$ cat config.mk
export PLATFORM = sky130hd
export DESIGN_NAME = crc64x_front_flat
export DESIGN_NICKNAME = d
export VERILOG_FILES = /design/src/hdl/crc64x_pkg.sv /design/src/hdl/crc64x_in_if.sv /design/src/hdl/crc64x_front.sv /design/src/flat_wrapper.sv
export SDC_FILE = /design/constraint.sdc
export NUM_CORES = 2
export LEC_CHECK = 0
export BUFFER_PORTS_ARGS = -buffer_cell sky130_fd_sc_hd__buf_2
export CAP_MARGIN = 20
export CORE_ASPECT_RATIO = 0.7
export CORE_UTILIZATION = 46
export DETAILED_ROUTE_END_ITERATION = 8
export GPL_ROUTABILITY_DRIVEN = 1
export GPL_TIMING_DRIVEN = 0
export MAX_ROUTING_LAYER = met4
export PLACE_DENSITY = 0.61
export SLEW_MARGIN = 30
export SYNTH_ARGS = -nofsm -noshare
export SYNTH_HDL_FRONTEND = slang
export SYNTH_SLANG_ARGS = --single-unit
$ cat constraint.sdc
create_clock -name vclk -period 8.08
set_clock_uncertainty 0.2 [all_clocks]
set_input_delay 1.616 -clock vclk [all_inputs]
set_output_delay 1.616 -clock vclk [all_outputs]
set_load 0.05 [all_outputs]
$ cat src/hdl/crc64x_pkg.sv
// package: constants, queue entry type and xor-network tables for the crc-64 block
`timescale 1ns / 1ps
package crc64x_pkg;

  // reflected ecma-182 polynomial
  localparam logic [63:0] CRC_POLY = 64'hC96C5795D7870F42;

  // widest beat the data ports can carry, and the default lane width
  localparam int MAX_LANE_BYTES = 16;
  localparam int LANE_BYTES_DEF = 16;

  localparam int CRC_W   = 64;
  localparam int DATA_W  = 8 * MAX_LANE_BYTES;
  localparam int COUNT_W = 5;

  // entry handed from the front end to the back end
  typedef struct packed {
    logic [CRC_W-1:0]   fold;
    logic [COUNT_W-1:0] count;
    logic               first;
    logic               last;
  } crc_entry_t;

  // column tables: one column per input bit
  typedef logic [CRC_W-1:0][CRC_W-1:0]              adv_mat_t;
  typedef logic [MAX_LANE_BYTES:0][CRC_W-1:0][CRC_W-1:0] adv_tab_t;
  typedef logic [DATA_W-1:0][CRC_W-1:0]             fold_mat_t;

  // advance a remainder by a number of zero bytes, bit by bit (elaboration only)
  function automatic logic [CRC_W-1:0] crc_adv(logic [CRC_W-1:0] v, int nbytes);
    logic [CRC_W-1:0] r;
    r = v;
    for (int i = 0; i < 8 * nbytes; i++) begin
      if (r[0]) begin
        r = (r >> 1) ^ CRC_POLY;
      end else begin
        r = r >> 1;
      end
    end
    return r;
  endfunction

  // remainder advance matrices for 0 to 16 bytes
  function automatic adv_tab_t build_adv_tab();
    adv_tab_t t;
    for (int n = 0; n <= MAX_LANE_BYTES; n++) begin
      for (int i = 0; i < CRC_W; i++) begin
        t[n][i] = crc_adv(64'(1) << i, n);
      end
    end
    return t;
  endfunction

  // contribution of each data bit of a full beat folded from a zero remainder
  function automatic fold_mat_t build_fold_mat();
    fold_mat_t m;
    for (int k = 0; k < MAX_LANE_BYTES; k++) begin
      for (int b = 0; b < 8; b++) begin
        m[8*k+b] = crc_adv(64'(1) << b, MAX_LANE_BYTES - k);
      end
    end
    return m;
  endfunction

  localparam adv_tab_t  ADV_TAB  = build_adv_tab();
  localparam fold_mat_t FOLD_MAT = build_fold_mat();

endpackage

$ cat src/hdl/crc64x_in_if.sv
// interface: input beat channel with valid/ready handshake
`timescale 1ns / 1ps
interface crc64x_in_if;
  logic        valid;
  logic        ready;
  logic [63:0] data_lo;
  logic [63:0] data_hi;
  logic [4:0]  byte_count;
  logic        first;
  logic        last;

  modport source (output valid, data_lo, data_hi, byte_count, first, last, input ready);
  modport sink   (input valid, data_lo, data_hi, byte_count, first, last, output ready);
endinterface

$ cat src/hdl/crc64x_front.sv
// front end: count saturation, beat alignment and data-only fold
`timescale 1ns / 1ps
module crc64x_front #(
  parameter int LANE_BYTES = crc64x_pkg::LANE_BYTES_DEF
) (
  crc64x_in_if.sink                 in_i,
  input  logic                      push_ready_i,
  output logic                      push_valid_o,
  output crc64x_pkg::crc_entry_t    push_data_o
);
  import crc64x_pkg::*;

  localparam logic [COUNT_W-1:0] LIMIT     = COUNT_W'(LANE_BYTES);
  localparam logic [COUNT_W-1:0] FULL_BEAT = COUNT_W'(MAX_LANE_BYTES);

  logic [COUNT_W-1:0] count;
  logic [COUNT_W-1:0] pad;
  logic [DATA_W-1:0]  aligned;
  logic [CRC_W-1:0]   fold;

  // clamp the byte count to the lane width
  always_comb begin
    if (in_i.byte_count > LIMIT) begin
      count = LIMIT;
    end else begin
      count = in_i.byte_count;
    end
  end

  // move valid bytes to the top of the beat; leading zeros leave a zero remainder unchanged
  assign pad     = FULL_BEAT - count;
  assign aligned = {in_i.data_hi, in_i.data_lo} << {pad, 3'b000};

  // data-only fold through the constant column table
  always_comb begin
    fold = '0;
    for (int j = 0; j < DATA_W; j++) begin
      if (aligned[j]) begin
        fold = fold ^ FOLD_MAT[j];
      end
    end
  end

  // handshake straight through to the queue
  assign in_i.ready         = push_ready_i;
  assign push_valid_o       = in_i.valid;
  assign push_data_o.fold   = fold;
  assign push_data_o.count  = count;
  assign push_data_o.first  = in_i.first;
  assign push_data_o.last   = in_i.last;

endmodule

$ cat src/flat_wrapper.sv
// flat-port wrapper written by rule: the top's interface ports become plain ports
module crc64x_front_flat import crc64x_pkg::*;
#(
  parameter int LANE_BYTES = crc64x_pkg::LANE_BYTES_DEF
)
  (push_ready_i, push_valid_o, push_data_o, in_i_valid, in_i_data_lo, in_i_data_hi, in_i_byte_count, in_i_first, in_i_last, in_i_ready);
  crc64x_in_if in_i_i ();
  input  logic push_ready_i;
  output logic push_valid_o;
  output crc64x_pkg::crc_entry_t push_data_o;
  input wire logic [$bits(in_i_i.valid)-1:0] in_i_valid;
  input wire logic [$bits(in_i_i.data_lo)-1:0] in_i_data_lo;
  input wire logic [$bits(in_i_i.data_hi)-1:0] in_i_data_hi;
  input wire logic [$bits(in_i_i.byte_count)-1:0] in_i_byte_count;
  input wire logic [$bits(in_i_i.first)-1:0] in_i_first;
  input wire logic [$bits(in_i_i.last)-1:0] in_i_last;
  output wire logic [$bits(in_i_i.ready)-1:0] in_i_ready;
  assign in_i_i.valid = in_i_valid;
  assign in_i_i.data_lo = in_i_data_lo;
  assign in_i_i.data_hi = in_i_data_hi;
  assign in_i_i.byte_count = in_i_byte_count;
  assign in_i_i.first = in_i_first;
  assign in_i_i.last = in_i_last;
  assign in_i_ready = in_i_i.ready;
  crc64x_front #(.LANE_BYTES(LANE_BYTES)) u_core (.in_i(in_i_i), .push_ready_i(push_ready_i), .push_valid_o(push_valid_o), .push_data_o(push_data_o));
endmodule
==> results by group, run 1 <==
Logic synthesis
  • Syn Std Cell Area: 29300 um^2
  • Syn_nets: 3770
  • Warning count from the yosys run: 0
  • Post-synthesis sequential area ratio: 0%
  • Syn Inst Count: 3633
  • Largest area contributor in the netlist: xnor2_1
  • Post-Syn Area per Cell: 8.08 um^2
  • Netlist cell types: 117
  • Top-area cell type share of the netlist area: 40.2%
  • Area contributors post-synth: xnor2_1, xor2_1, xnor3_1, nor2_1, mux2i_1

Die
  • Die width: 304 um
  • IO Count: 210
  • Core Rows: 77
  • Starting Density: 46.5%
  • DIE HEIGHT: 213 um

Place
  • Final GP Congestion: 1.34
  • Setup WS pre-CTS: -2200 ps
  • Dpl hpwl: 196 mm
  • # port buffers: 202

GRT
  • GR Overflow Total: 284
  • First-pass GRT wire length: 355 mm
  • Total GRT Usage: 81.3%
  • Number of global-route vias before repair: 38700
  • Largest net degree at the start of global routing: 11

Run status
  • Stop err: [ERROR GRT-0116] Global routing finished with congestion. Check the congestion regions in the DRC Viewer.
  • Stop stage: global routing (5_1_grt)
  • Status: stopped before the end
[cells by family after synthesis]
logic type	count (synthesis)	share of synthesized area, %
buffers and inverters	290	5.14
AOI/OAI and AO/OA	616	16.0
muxes	126	4.56
xor gates and xnor gates	1931	63.8
and+or+nand+nor	670	10.5
[per-stage QoR]
step                      std cells  hold slack (ps)  cell area [um^2]  utilization (%)  TNS [ps]
after CTS                      4827             3330             36900             58.5      -843
after detailed placement       4683             3330             32000             50.8    -99720
after global placement         4664             3330             31400             49.8   -107730
after floorplan                3633             3200             29300                -         0
[synth_stat cells (16+ instances only)]
cell type	instances
nor3_1	46
a21oi_1	102
xnor3_1	111
nor2_1	238
o21ai_0	78
a22o_1	24
xnor2_1	1347
xor2_1	441
mux2_2	39
a211oi_1	39
o22ai_1	47
nand2b_1	18
nand3_1	42
buf_1	32
mux2i_1	82
buf_4	37
xor2_2	19
buf_2	127
nand2_1	213
o211ai_1	17
o21a_1	19
buf_6	16
a22oi_1	51
clkbuf_1	61
[metal layers]
layer,track usage [%],GRT overflow
met1,85.7,92
met2,91.7,17
met3,73.7,165
met4,59.0,10
met5,-,-
[repair_timing]
item,4_1_cts
hold buffers,0
hold endpoints to repair,0
pin swaps,78
setup buffers,146
endpoints found under the setup margin,64
resized for setup,667
==> run 2: changes to the inputs <==
CORE_ASPECT_RATIO = default   (was 0.7)
CORE_UTILIZATION = 31   (was 46)
MAX_ROUTING_LAYER = default   (was met4)
PLACE_DENSITY = default   (was 0.61)
PLACE_DENSITY_LB_ADDON = 0.15   (was default)
==> results by group, run 2 <==
Place
  • Dpl hpwl: 235 mm
  • # port buffers: 202
  • Final GP Congestion: 1.16

Logic synthesis
  • Top-area cell type share of the netlist area: 40.2%
  • Post-Syn Area per Cell: 8.08 um^2
  • Syn_nets: 3770
  • Syn Inst Count: 3633
  • Largest area contributor in the netlist: xnor2_1
  • Top-count cell post-synth: xnor2_1
  • Warning count from the yosys run: 0
  • Syn Std Cell Area: 29300 um^2
  • Post-synthesis sequential area ratio: 0%
  • Top post-synthesis cells by count: xnor2_1, xor2_1, nor2_1
  • Area contributors post-synth: xnor2_1, xor2_1, xnor3_1, nor2_1, mux2i_1
  • Netlist cell types: 117

Timing
  • Fin. Hold Viols: 0
  • Sum Neg Setup Slack: -7310 ps
  • Final WS setup: -350 ps
  • Relative slew slack: 21.7%
  • # setup viols final: 64
  • Fraction of the cycle the final worst path needs: 104%
  • Worst-Margin Slew: 1180 ps
  • Final hold slack: 3330 ps
  • RSZ-0062 raised after global routing: true
  • Fin crit period: 8430 ps
  • Slew Limit Fails: 0
  • Max Fclk: 119 MHz

Hold path
  • Hold crit path type: in -> out

Die
  • Starting Density: 31.4%
  • Die width: 310 um
  • DIE HEIGHT: 310 um
  • IO Count: 210
  • Core Rows: 112
  • Die area: 95900 um^2
  • Core area: 93600 um^2

Cells and area
  • Register area: 0 um^2
  • FILL cells: 9432
  • Final core utilization: 45.7%
  • Clk_buf instances: 0
  • Multi-input logic area: 34200 um^2
  • Commonest cells after routing, fill and taps aside: xnor2_1, xor2_1, buf_4
  • Layout cells sized above 1: 38.1%
  • Most common cell after layout, fill and taps aside: xnor2_1
  • FFs & Latches: 0
  • Fin nets: 4286
  • Layout area overhead: 45.7%

Setup path
  • Slowest cell on crit path: xnor2_1
  • Kind of critical path: in -> out
  • Worst path depth: 17
  • Crit path from: in_i_byte_count[4]
  • Crit path largest cell delay: 620 ps
  • Critical-path cell list: buf_2, buf_2, inv_2, buf_4, buf_6, o21ai_2, clkbuf_8, clkbuf_4, buf_2, buf_2, nand2_1, xnor2_1, xnor2_1, xnor2_1, xnor2_1, xnor2_1, buf_4
  • Setup crit start kind: input pin
  • CP Capture Point: push_data_o[15]
  • CP delay by family, top: buffers and inverters
  • Arr. time, crit path: 6610 ps
  • CP Data Required Time: 6260 ps
  • Buf/Inv on CP: 10
  • Max FO, Critical Path: 10
  • Endpoint type of the worst setup path: primary output
  • Most frequent cell on the critical path: xnor2_1

Detailed routing
  • Wire length on met2: 106 mm
  • Top routing layer in use: met5
  • Vias/cell: 6.82
  • Routed wl met3: 48.8 mm
  • Wirelength per Cell: 54.0 um
  • Drt drc: 0
  • DRT antenna net count: 0
  • WL met1: 101 mm
  • Via count: 37000
  • Initial DRC Count: 6703
  • Pre-antenna DRT Iters: 8
  • Routed WL: 293 mm

Run status
  • Status: finished with violations
  • Failing checks: setup timing

GRT
  • Total GRT Usage: 59.5%
  • Number of global-route vias before repair: 32800
  • GR Overflow Total: 0
  • First-pass GRT wire length: 365 mm
  • Initial antenna violation count: 18
  • Largest net degree at the start of global routing: 11

Clocking
  • Hold buffers post-CTS: 0

Flow run
  • Max-Cap Viols: 0
==> run 2: cell counts after synthesis <==
Identical to the previous run, type by type.
==> run 2: cells by family after synthesis <==
group                     after synthesis  share of synthesized area [%]
and+or+nand+nor                       670                           10.5
buffers and inverters                 290                           5.14
xor gates and xnor gates             1931                           63.8
muxes                                 126                           4.56
AOI/OAI and AO/OA                     616                           16.0
==> run 2: metrics by stage <==
step	std cells	setup WS, ps	instance area, um^2
final	5419	-350	42800
after floorplan	3633	501	29300
after global routing	5401	-108	42700
after detailed placement	5122	-2720	33200
after global placement	5089	-3330	31900
after CTS	5320	-33.5	40500
==> run 2: routing by layer <==
metal | GRT usage [%] | vias to the layer above
met5 | 3.19 | -
met4 | 54.6 | 10
met3 | 34.7 | 1494
met2 | 78.0 | 4261
met1 | 66.3 | 17900
li1 | - | 13300
==> run 2: area by class of cell <==
class / count / share of cell area, %
Timing Repair Buffer: 516 / 10.0
Tap cell: 1254 / 3.67
Buffer: 272 / 6.03
Antenna cell: 18 / 0.105
Inverter: 16 / 0.158
Multi-Input combinational cell: 3343 / 80.0
==> run 2: worst min path at each step <==
stage                     slack [ps]  depth (start not counted)             end         start
after CTS                       3330                          2    push_valid_o    in_i_valid
after global placement          3330                          2    push_valid_o    in_i_valid
after floorplan                 3200                          1      in_i_ready  push_ready_i
after global routing            3340                          2  push_data_o[0]     in_i_last
after detailed placement        3330                          2  push_data_o[0]     in_i_last
final                           3330                          2      in_i_ready  push_ready_i
==> run 2: what timing repair did <==
action | 4_1_cts | 5_1_grt
gates resized for setup | 927 | 273
pin swaps | 121 | 78
endpoints found under the setup margin | 64 | 63
setup buffers | 200 | 81
