--- src/hdl/crc64x_pkg.sv ---
// package: constants, queue entry type and xor-network tables for the crc-64 block
`timescale 1ns / 1ps
package crc64x_pkg;

  // reflected ecma-182 polynomial
  localparam logic [63:0] CRC_POLY = 64'hC96C5795D7870F42;

  // widest beat the data ports can carry, and the default lane width
  localparam int MAX_LANE_BYTES = 16;
  localparam int LANE_BYTES_DEF = 16;

  localparam int CRC_W   = 64;
  localparam int DATA_W  = 8 * MAX_LANE_BYTES;
  localparam int COUNT_W = 5;

  // entry handed from the front end to the back end
  typedef struct packed {
    logic [CRC_W-1:0]   fold;
    logic [COUNT_W-1:0] count;
    logic               first;
    logic               last;
  } crc_entry_t;

  // column tables: one column per input bit
  typedef logic [CRC_W-1:0][CRC_W-1:0]              adv_mat_t;
  typedef logic [MAX_LANE_BYTES:0][CRC_W-1:0][CRC_W-1:0] adv_tab_t;
  typedef logic [DATA_W-1:0][CRC_W-1:0]             fold_mat_t;

  // advance a remainder by a number of zero bytes, bit by bit (elaboration only)
  function automatic logic [CRC_W-1:0] crc_adv(logic [CRC_W-1:0] v, int nbytes);
    logic [CRC_W-1:0] r;
    r = v;
    for (int i = 0; i < 8 * nbytes; i++) begin
      if (r[0]) begin
        r = (r >> 1) ^ CRC_POLY;
      end else begin
        r = r >> 1;
      end
    end
    return r;
  endfunction

  // remainder advance matrices for 0 to 16 bytes
  function automatic adv_tab_t build_adv_tab();
    adv_tab_t t;
    for (int n = 0; n <= MAX_LANE_BYTES; n++) begin
      for (int i = 0; i < CRC_W; i++) begin
        t[n][i] = crc_adv(64'(1) << i, n);
      end
    end
    return t;
  endfunction

  // contribution of each data bit of a full beat folded from a zero remainder
  function automatic fold_mat_t build_fold_mat();
    fold_mat_t m;
    for (int k = 0; k < MAX_LANE_BYTES; k++) begin
      for (int b = 0; b < 8; b++) begin
        m[8*k+b] = crc_adv(64'(1) << b, MAX_LANE_BYTES - k);
      end
    end
    return m;
  endfunction

  localparam adv_tab_t  ADV_TAB  = build_adv_tab();
  localparam fold_mat_t FOLD_MAT = build_fold_mat();

endpackage

--- src/hdl/crc64x_queue.sv ---
// two-entry queue decoupling the front end from the back end
`timescale 1ns / 1ps
module crc64x_queue (
  input  logic                   clk_i,
  input  logic                   rst_ni,
  input  logic                   push_valid_i,
  output logic                   push_ready_o,
  input  crc64x_pkg::crc_entry_t push_data_i,
  output logic                   pop_valid_o,
  input  logic                   pop_ready_i,
  output crc64x_pkg::crc_entry_t pop_data_o
);
  import crc64x_pkg::*;

  crc_entry_t entry_q [2];
  logic       wr_ptr_q, wr_ptr_d;
  logic       rd_ptr_q, rd_ptr_d;
  logic [1:0] cnt_q, cnt_d;
  logic       push, pop;

  assign push_ready_o = (cnt_q != 2'd2);
  assign pop_valid_o  = (cnt_q != 2'd0);
  assign pop_data_o   = entry_q[rd_ptr_q];
  assign push         = push_valid_i && push_ready_o;
  assign pop          = pop_valid_o && pop_ready_i;

  // pointer and fill count update
  always_comb begin
    wr_ptr_d = push ? ~wr_ptr_q : wr_ptr_q;
    rd_ptr_d = pop  ? ~rd_ptr_q : rd_ptr_q;
    cnt_d    = cnt_q + 2'(push) - 2'(pop);
  end

  always_ff @(posedge clk_i or negedge rst_ni) begin
    if (!rst_ni) begin
      wr_ptr_q <= 1'b0;
      rd_ptr_q <= 1'b0;
      cnt_q    <= 2'd0;
    end else begin
      wr_ptr_q <= wr_ptr_d;
      rd_ptr_q <= rd_ptr_d;
      cnt_q    <= cnt_d;
    end
  end

  // entry storage
  always_ff @(posedge clk_i) begin
    if (push) begin
      entry_q[wr_ptr_q] <= push_data_i;
    end
  end

endmodule

--- config.mk ---
export PLATFORM = sky130hd
export DESIGN_NAME = crc64x_queue
export DESIGN_NICKNAME = d
export VERILOG_FILES = /design/src/hdl/crc64x_pkg.sv /design/src/hdl/crc64x_queue.sv
export SDC_FILE = /design/constraint.sdc
export NUM_CORES = 1
export LEC_CHECK = 0
export BUFFER_PORTS_ARGS = -buffer_cell sky130_fd_sc_hd__buf_2
export CORE_MARGIN = 1.5
export CORE_UTILIZATION = 35
export DETAILED_ROUTE_END_ITERATION = 7
export PLACE_DENSITY_LB_ADDON = 0.1
export SLEW_MARGIN = 15
export SYNTH_ARGS = -nofsm -noshare
export SYNTH_HDL_FRONTEND = slang
export SYNTH_SLANG_ARGS = --single-unit
export TNS_END_PERCENT = 30
--- constraint.sdc ---
create_clock -name clk_i -period 5.7 [get_ports clk_i]
set_input_delay 0.57 -clock clk_i [delete_from_list [all_inputs] [get_ports clk_i]]
set_output_delay 0.57 -clock clk_i [all_outputs]
set_load 0.01 [all_outputs]
==> After elaboration in Yosys (flattened, before gate mapping) <==
Memory sizes are Yosys's and may differ from the RTL's.
Index checks and enable logic that the tools add are counted.
{ "totals": {"register_bits": 4, "wordCells": 14, "memories": 1, "mem_bits_rw": 142} }
{ "op_classes": {"eq_ne": 1, "n_mux": 2, "reduce_logical": 3, "n_addsub": 2, "n_bitwise": 2} }
{ "mem_list": {"columns": ["memory", "words", "width", "rd", "rd_clocked_by_memory_dff", "wr", "line_no", "text"], "rows": [
  ["entry_q", 2, 71, 1, 0, 1, "crc64x_queue.sv:15", "crc_entry_t entry_q [2];"]
]} }
{ "ops": {"columns": ["cell", "n"], "rows": [
  ["2-bit by 1-bit adder with 2-bit output", 1],
  ["1-bit logical AND", 2],
  ["1-bit 2-to-1 mux", 2],
  ["2-bit != test, second input constant", 1],
  ["1-bit inverter", 2],
  ["2-bit nonzero test", 1],
  ["2-bit by 1-bit subtractor with 2-bit output", 1]
]} }

==> Longest topological paths before layout <==
Gate-level depths: netlist of the first run.
{ "depth": {"ltp_word": 4, "mapped_depth": 7, "mapped_depth_nobuf": 7} }

==> Worst setup path after synthesis of the first run <==
OpenSTA, ideal clock, no wires.
{ "synth_path": {"kind": "input to register", "startpoint": "input push_valid_i", "endpoint": "memory entry_q[0][0] in the netlist's numbering (enable)", "t_arrival_ps": 3631, "setup_slack_ps": 1569, "n_path_buf": 0, "cell_stages": 2, "setup_time_ps": 501, "cell_sequence": "nand2_1 > nor2_1"} }
{ "synth_via": {"elab_chain_cells": 3} }
{ "synth_rtl": {"columns": ["element", "line_no", "text"], "rows": [
  ["start: declaration", "crc64x_queue.sv:6", "input logic push_valid_i,"],
  ["1-bit logical AND", "crc64x_queue.sv:24", "assign push = push_valid_i && push_ready_o;"],
  ["1-bit 2-to-1 mux", "crc64x_queue.sv:48", "if (push) begin"],
  ["1-bit 2-to-1 mux (not written as such)", "crc64x_queue.sv:49", "entry_q[wr_ptr_q] <= push_data_i;"],
  ["end: declaration", "crc64x_queue.sv:15", null]
]} }
Every way passes these cells.

==> results.toml, run 1 <==
[outcome]
status = "complete, no violations"

[cts]
clkLatencyLatePin_ps = 410
cts_tree = "built"
cts.path.max_buffers = 2
htreeDepth = 4
cts-buffers-inserted = 17
cts_root_buffer = "clkbuf_16"
cts.repair.resized = 0
cts.sinks = 146
post_cts_buffers = 0
cts_hold_buf = 1
path_clk_slew_ps = 60

[timing]
tightest_slew_ps = 1060
drv_slew = 0
fin_crit_ps = 3090
relSlewSlack = 0.292
finalSetupViolCount = 0
max_freq_mhz = 323
whs_ps = 341
period_share = 0.543
rsz0062_at_grt = "false"
worst_clock_skew_ps = 10.1
hold_viol_final = 0
finalSetupTns_ps = 0

[drt]
num_vias = 2722
drc = 0
wire_per_inst_um = 15.8
ant_nets = 0
routed_via_density = 4.33
wl_mm = 9.95
drt-initial-drc-count = 123
dr.pass1.iters = 4

[power]
total_power_mw = 3.87
power.leakage_nw = 2.88
irDropWorstVdd_uv = 383
power.density_mw_per_mm2 = 538

[global_routing]
grt_pass1_vias = 2750
grt_pass1_wl_mm = 14.4
grtUsageTotal = 0.119
antenna_found_initial = 0
grt_max_degree = 72
grt_overflow = 0

[logic_synthesis]
synth_top_area_frac = 0.752
synth-edff-count = 142
synth.distinct_cells = 16
syn_inst = 238
async_flop_share = 0.0274
synthTopCellsByArea = "edfxtp_1 (75%), mux2_4 (18%), buf_12 (2.5%)"
seq_area_frac_synth = 0.769
syn_nets = 315
netlist_area_sq_mm = 0.00567
yosysTopAreaCell = "edfxtp_1"
yosysWarnings = 0
synth.ff_latch_count = 146
avgSynthCellArea_sq_um = 23.8
synth_most_common_cell = "edfxtp_1"
synthTopCellsByCount = "edfxtp_1 (142), mux2_4 (69), buf_12 (7)"
ys.flop_type = "edfxtp_1"

[run]
maxCapViolations = 0

[floorplan]
fp.dieW_um = 130
start_util = 0.357
dieArea_sq_mm = 0.0170
core_area_sq_mm = 0.0159
boundaryPins = 148
rows = 46
die_height_um = 130

[layout]
stdcell_count = 628
n_fill_cell = 1428
nets = 476
num_antenna_cells = 0
drive_gt1_frac = 0.600
synthToLayoutAreaGrowth_pct = 26.8
final_util = 0.453

[min_path]
hold_class = "in -> reg"
hold_start = "push_data_i[63]"

[place]
dp_hpwl_mm = 6.17
io_buffers = 147
dp_cells = 595
routabilityCongestion = 0.693

[worst_setup_path]
critPathKind = "reg -> out"
critPathSlowestCell = "dfrtp_4"
start_kind = "register"
path_buf_inv = 2
critPathMaxFanout = 37
max_stage_delay_ps = 880
cp_top_family = "flip-flops"
crit_start = "rd_ptr_q"
cp.required_ps = 5130
critPathArrivalTime_ps = 2520
r2r-start = "cnt_q[1]"
endpoint_kind = "output pin"
crit_chain = "buf_4 -> mux2_4 -> buf_2"
final timing paths:
path	endpoint	slack, ps	cells after the start
hold reg to reg	cnt_q[0]	530	1
setup / recovery	pop_data_o[27]	2610	3
max in group asynchronous	rd_ptr_q	5080	2
hold / removal	entry_q[0][63]	340	1
setup reg to reg	entry_q[0][18]	3190	4
min in group asynchronous	cnt_q[0]	480	2
cell usage in the layout (no fill, tap or decap):
| cell type | netlist | layout |
|---|---|---|
| xnor2_1 | 3 | 3 |
| nand2_1 | 1 | 1 |
| dfrtp_1 | 4 | 3 |
| clkinv_1 | 0 | 5 |
| nand2b_1 | 1 | 1 |
| edfxtp_1 | 142 | 142 |
| dfrtp_4 | 0 | 1 |
| and3_4 | 0 | 1 |
| clkinv_4 | 0 | 1 |
| clkbuf_16 | 0 | 17 |
| clkbuf_1 | 0 | 2 |
| or2_1 | 1 | 1 |
| clkinvlp_4 | 0 | 1 |
| and2_4 | 1 | 1 |
| mux2_1 | 2 | 2 |
| xor2_1 | 1 | 1 |
| nor2_4 | 0 | 1 |
| buf_2 | 0 | 147 |
| bufinv_16 | 0 | 5 |
| inv_1 | 1 | 1 |
| dlygate4sd3_1 | 0 | 1 |
| buf_4 | 0 | 2 |
| mux2_4 | 69 | 69 |
| ha_1 | 2 | 2 |
| clkinv_2 | 0 | 1 |
cell families (layout without fill, tap and decap cells):
| kind of cell | count (synthesis) | after routing | synth area share |
|---|---|---|---|
| xor gates and xnor gates | 4 | 4 | 0.00618 |
| adders and majority gates | 2 | 2 | 0.00441 |
| buffers and inverters | 9 | 183 | 0.0273 |
| DFF | 146 | 146 | 0.769 |
| muxes | 71 | 71 | 0.187 |
| and+or+nand+nor | 6 | 6 | 0.00618 |
final cells by class:
cell class	instances	area (sq um)	share of cell area
Multi-Input combinational cell	83	1170	0.162
Inverter	1	3.75	0.000522
Clock buffer	19	433	0.0602
Sequential cell	146	4370	0.607
Clock inverter	13	190	0.0264
Timing Repair Buffer	150	761	0.106
Tap cell	216	270	0.0376
through the flow:
step	worst slack, ps	cell area, sq um
2_1_floorplan	1570	5670
3_3_place_gp	2980	6560
3_5_place_dp	2970	6560
4_1_cts	2490	7190
5_1_grt	2460	7190
6_report	2610	7190
per-layer routing:
layer,vias up,GRT usage,routed length [um]
li1,1266,-,-
met1,1364,0.125,3790
met2,81,0.206,5400
met3,11,0.0459,568
met4,0,0.0627,194
met5,-,0,0
power breakdown:
group	leakage [nW]	switching (mW)	internal, mW
clock network	0.299	0.398	0.768
registers	1.36	0.131	1.47
logic	1.21	0.517	0.582
flip-flops by register name (all words and copies together) (netlist names):
signal,count
rd_ptr_q,1
wr_ptr_q,1
entry_q,142
cnt_q,2
No activity file was read; power rests on OpenSTA's default activity.
==> run 2: changes to the inputs <==
Settings changed: ABC_AREA set to 1.
Clock period 5.7 ns to 3.1 ns, I/O delays scaled along.
==> run 2 against run 1 <==
Effect of this change:
- routed wire length increased by 12%
- core utilization about the same
- combinational power increased by 84%
- design area decreased by 4.6%
- global-route usage increased by 2.4 points
- synthesized cell count increased by 69%
- critical endpoint is now pop_data_o[13]
- non-clock buffer count increased by 2
- flip-flop and latch count unchanged
- die area decreased by 4.3%
- via count increased by 23%
- power increased by 72%
==> results.toml, run 2 <==
[outcome]
status = "complete, no violations"

[place]
dp_hpwl_mm = 6.51
dp_cells = 726
place_area_sq_mm = 0.00634
pre_cts_ws_ps = 1300
routabilityCongestion = 0.703
io_buffers = 147

[cts]
cts.sinks = 146
path_clk_slew_ps = 60
cts.path.max_buffers = 2
cts.repair.resized = 0
cts_root_buffer = "clkbuf_16"
cts-buffers-inserted = 17
clkLatencyLatePin_ps = 410
post_cts_buffers = 0
htreeDepth = 4
cts_tree = "built"

[drt]
wire_per_inst_um = 14.7
routed-wl-met2_mm = 5.63
routed_via_density = 4.42
top_layer = "met4"
num_vias = 3350
drc = 0
met1_length_mm = 4.74
wl_mm = 11.1
drt-initial-drc-count = 155
dr.pass1.iters = 4
ant_nets = 0
met3_length_um = 575

[timing]
finalSetupViolCount = 0
max_freq_mhz = 462
rsz0062_at_grt = "false"
finalWorstSetupSlack_ps = 937
worst_clock_skew_ps = 6.45
tightest_slew_ps = 596
whs_ps = 80.3
drv_slew = 0
relSlewSlack = 0.602
period_share = 0.698
hold_viol_final = 0
fin_crit_ps = 2160
finalSetupTns_ps = 0

[logic_synthesis]
seq_area_frac_synth = 0.805
synth_most_common_cell = "nand2_1"
synthTopCellsByCount = "nand2_1 (226), edfxtp_1 (142), buf_6 (8), inv_1 (8), buf_2 (6)"
avgSynthCellArea_sq_um = 13.5
syn_inst = 402
synthTopCellsByArea = "edfxtp_1 (79%), nand2_1 (16%), dfrtp_1 (1.8%)"
ys.flop_type = "edfxtp_1"
synth.ff_latch_count = 146
synth_top_area_frac = 0.786
yosysTopAreaCell = "edfxtp_1"
synth.distinct_cells = 11
synth-edff-count = 142
syn_nets = 479
yosysWarnings = 0
async_flop_share = 0.0274
netlist_area_sq_mm = 0.00542

[power]
irDropWorstVdd_uv = 329
total_power_mw = 6.65
power.leakage_nw = 2.97
power.density_mw_per_mm2 = 968

[layout]
stdcell_count = 758
largest-register = "entry_q"
final_util = 0.453
fin_area_sq_mm = 0.00686
num_antenna_cells = 0
synthToLayoutAreaGrowth_pct = 26.6
nets = 635
final_cell_mix = "nand2_1 (226), buf_2 (147), edfxtp_1 (142), clkbuf_16 (17), inv_1 (7)"
reg.largest.list = "entry_q: 142 flops, cnt_q: 2 flops"
layout_commonest_cell = "nand2_1"
n_fill_cell = 1396
drive_gt1_frac = 0.311
largest_reg_flops = 142

[global_routing]
grt_overflow = 0
grt_pass1_wl_mm = 17.1
antenna_found_initial = 0
grtUsageTotal = 0.143
grt_max_degree = 73
grt_pass1_vias = 3295

[floorplan]
dieArea_sq_mm = 0.0162
core_area_sq_mm = 0.0151
start_util = 0.358
fp.dieW_um = 127
rows = 45
die_height_um = 127
boundaryPins = 148

[worst_setup_path]
start_kind = "register"
cp.required_ps = 2790
crit_chain = "inv_6 -> nand2_1 -> nand2_1 -> buf_2"
crit_top_cell = "nand2_1"
max_stage_delay_ps = 560
cp_top_family = "buffers and inverters"
r2r-start = "cnt_q[1]"
critPathKind = "reg -> out"
rrSetupSlack_ps = 1340
path_buf_inv = 2
reg2reg_depth = 4
crit_start = "rd_ptr_q"
critPathArrivalTime_ps = 1850
critPathMaxFanout = 72
endpoint_kind = "output pin"
reg2reg_to = "entry_q[0][14]"
critPathSlowestCell = "dfrtp_2"

[min_path]
hold_end = "entry_q[0][5]"
hold_start = "push_data_i[5]"
hold_depth = 1
hold_class = "in -> reg"

[run]
maxCapViolations = 0
run 2: changes by cell type after synthesis, sizes merged:
| cell | before | now |
|---|---|---|
| nand3 | 0 | 3 |
| nand2 | 1 | 226 |
| mux2 | 71 | 0 |
| inv | 1 | 9 |
| nand2b | 1 | 0 |
| xor2 | 1 | 0 |
| xnor2 | 3 | 0 |
| and3 | 1 | 0 |
| and2 | 1 | 0 |
| or2 | 1 | 0 |
| buf | 8 | 15 |
run 2: area by class of cell:
class                   instances  area, sq um  area share
clock buffers                  23          448      0.0653
clock inverters                 8         63.8     0.00930
inverters                       9         38.8     0.00565
multi-input cells             232          900       0.131
flip-flops and latches        146         4370       0.636
well taps                     188          235      0.0343
repair buffers                152          813       0.118
run 2: worst register-to-register path: cells and delay by family (launching register included):
family	cells	cell delay [ps]
buffers and inverters	2	820
flip-flops	1	390
AND/OR/NAND/NOR	2	240
run 2: where the power goes:
part	switching [mW]	internal, mW
clock	0.721	1.08
combinational	1.35	0.669
sequential	0.134	2.69
total	2.20	4.44
run 2: cells by family after synthesis:
logic type / count (synthesis) / share of synthesized area
buffers and inverters: 24 / 0.0307
DFF: 146 / 0.805
adders and majority gates: 2 / 0.00461
and+or+nand+nor: 230 / 0.160
run 2: worst max path at each step:
stage	end	depth (start not counted)
6_report	pop_data_o[13]	4
5_1_grt	pop_data_o[16]	4
4_1_cts	pop_data_o[28]	4
3_5_place_dp	entry_q[0][9]	4
3_3_place_gp	entry_q[0][1]	4
2_1_floorplan	entry_q[1][0]	3
run 2: what timing repair did:
action,4_1_cts,5_1_grt
hold endpoints to repair,4,0
hold buffers,1,0
setup endpoints to repair,0,0
run 2: routing by layer:
layer / track usage / vias up
met5: 0 / -
met1: 0.169 / 1579
met3: 0.0431 / 12
li1: - / 1661
met2: 0.237 / 98
met4: 0.0702 / 0
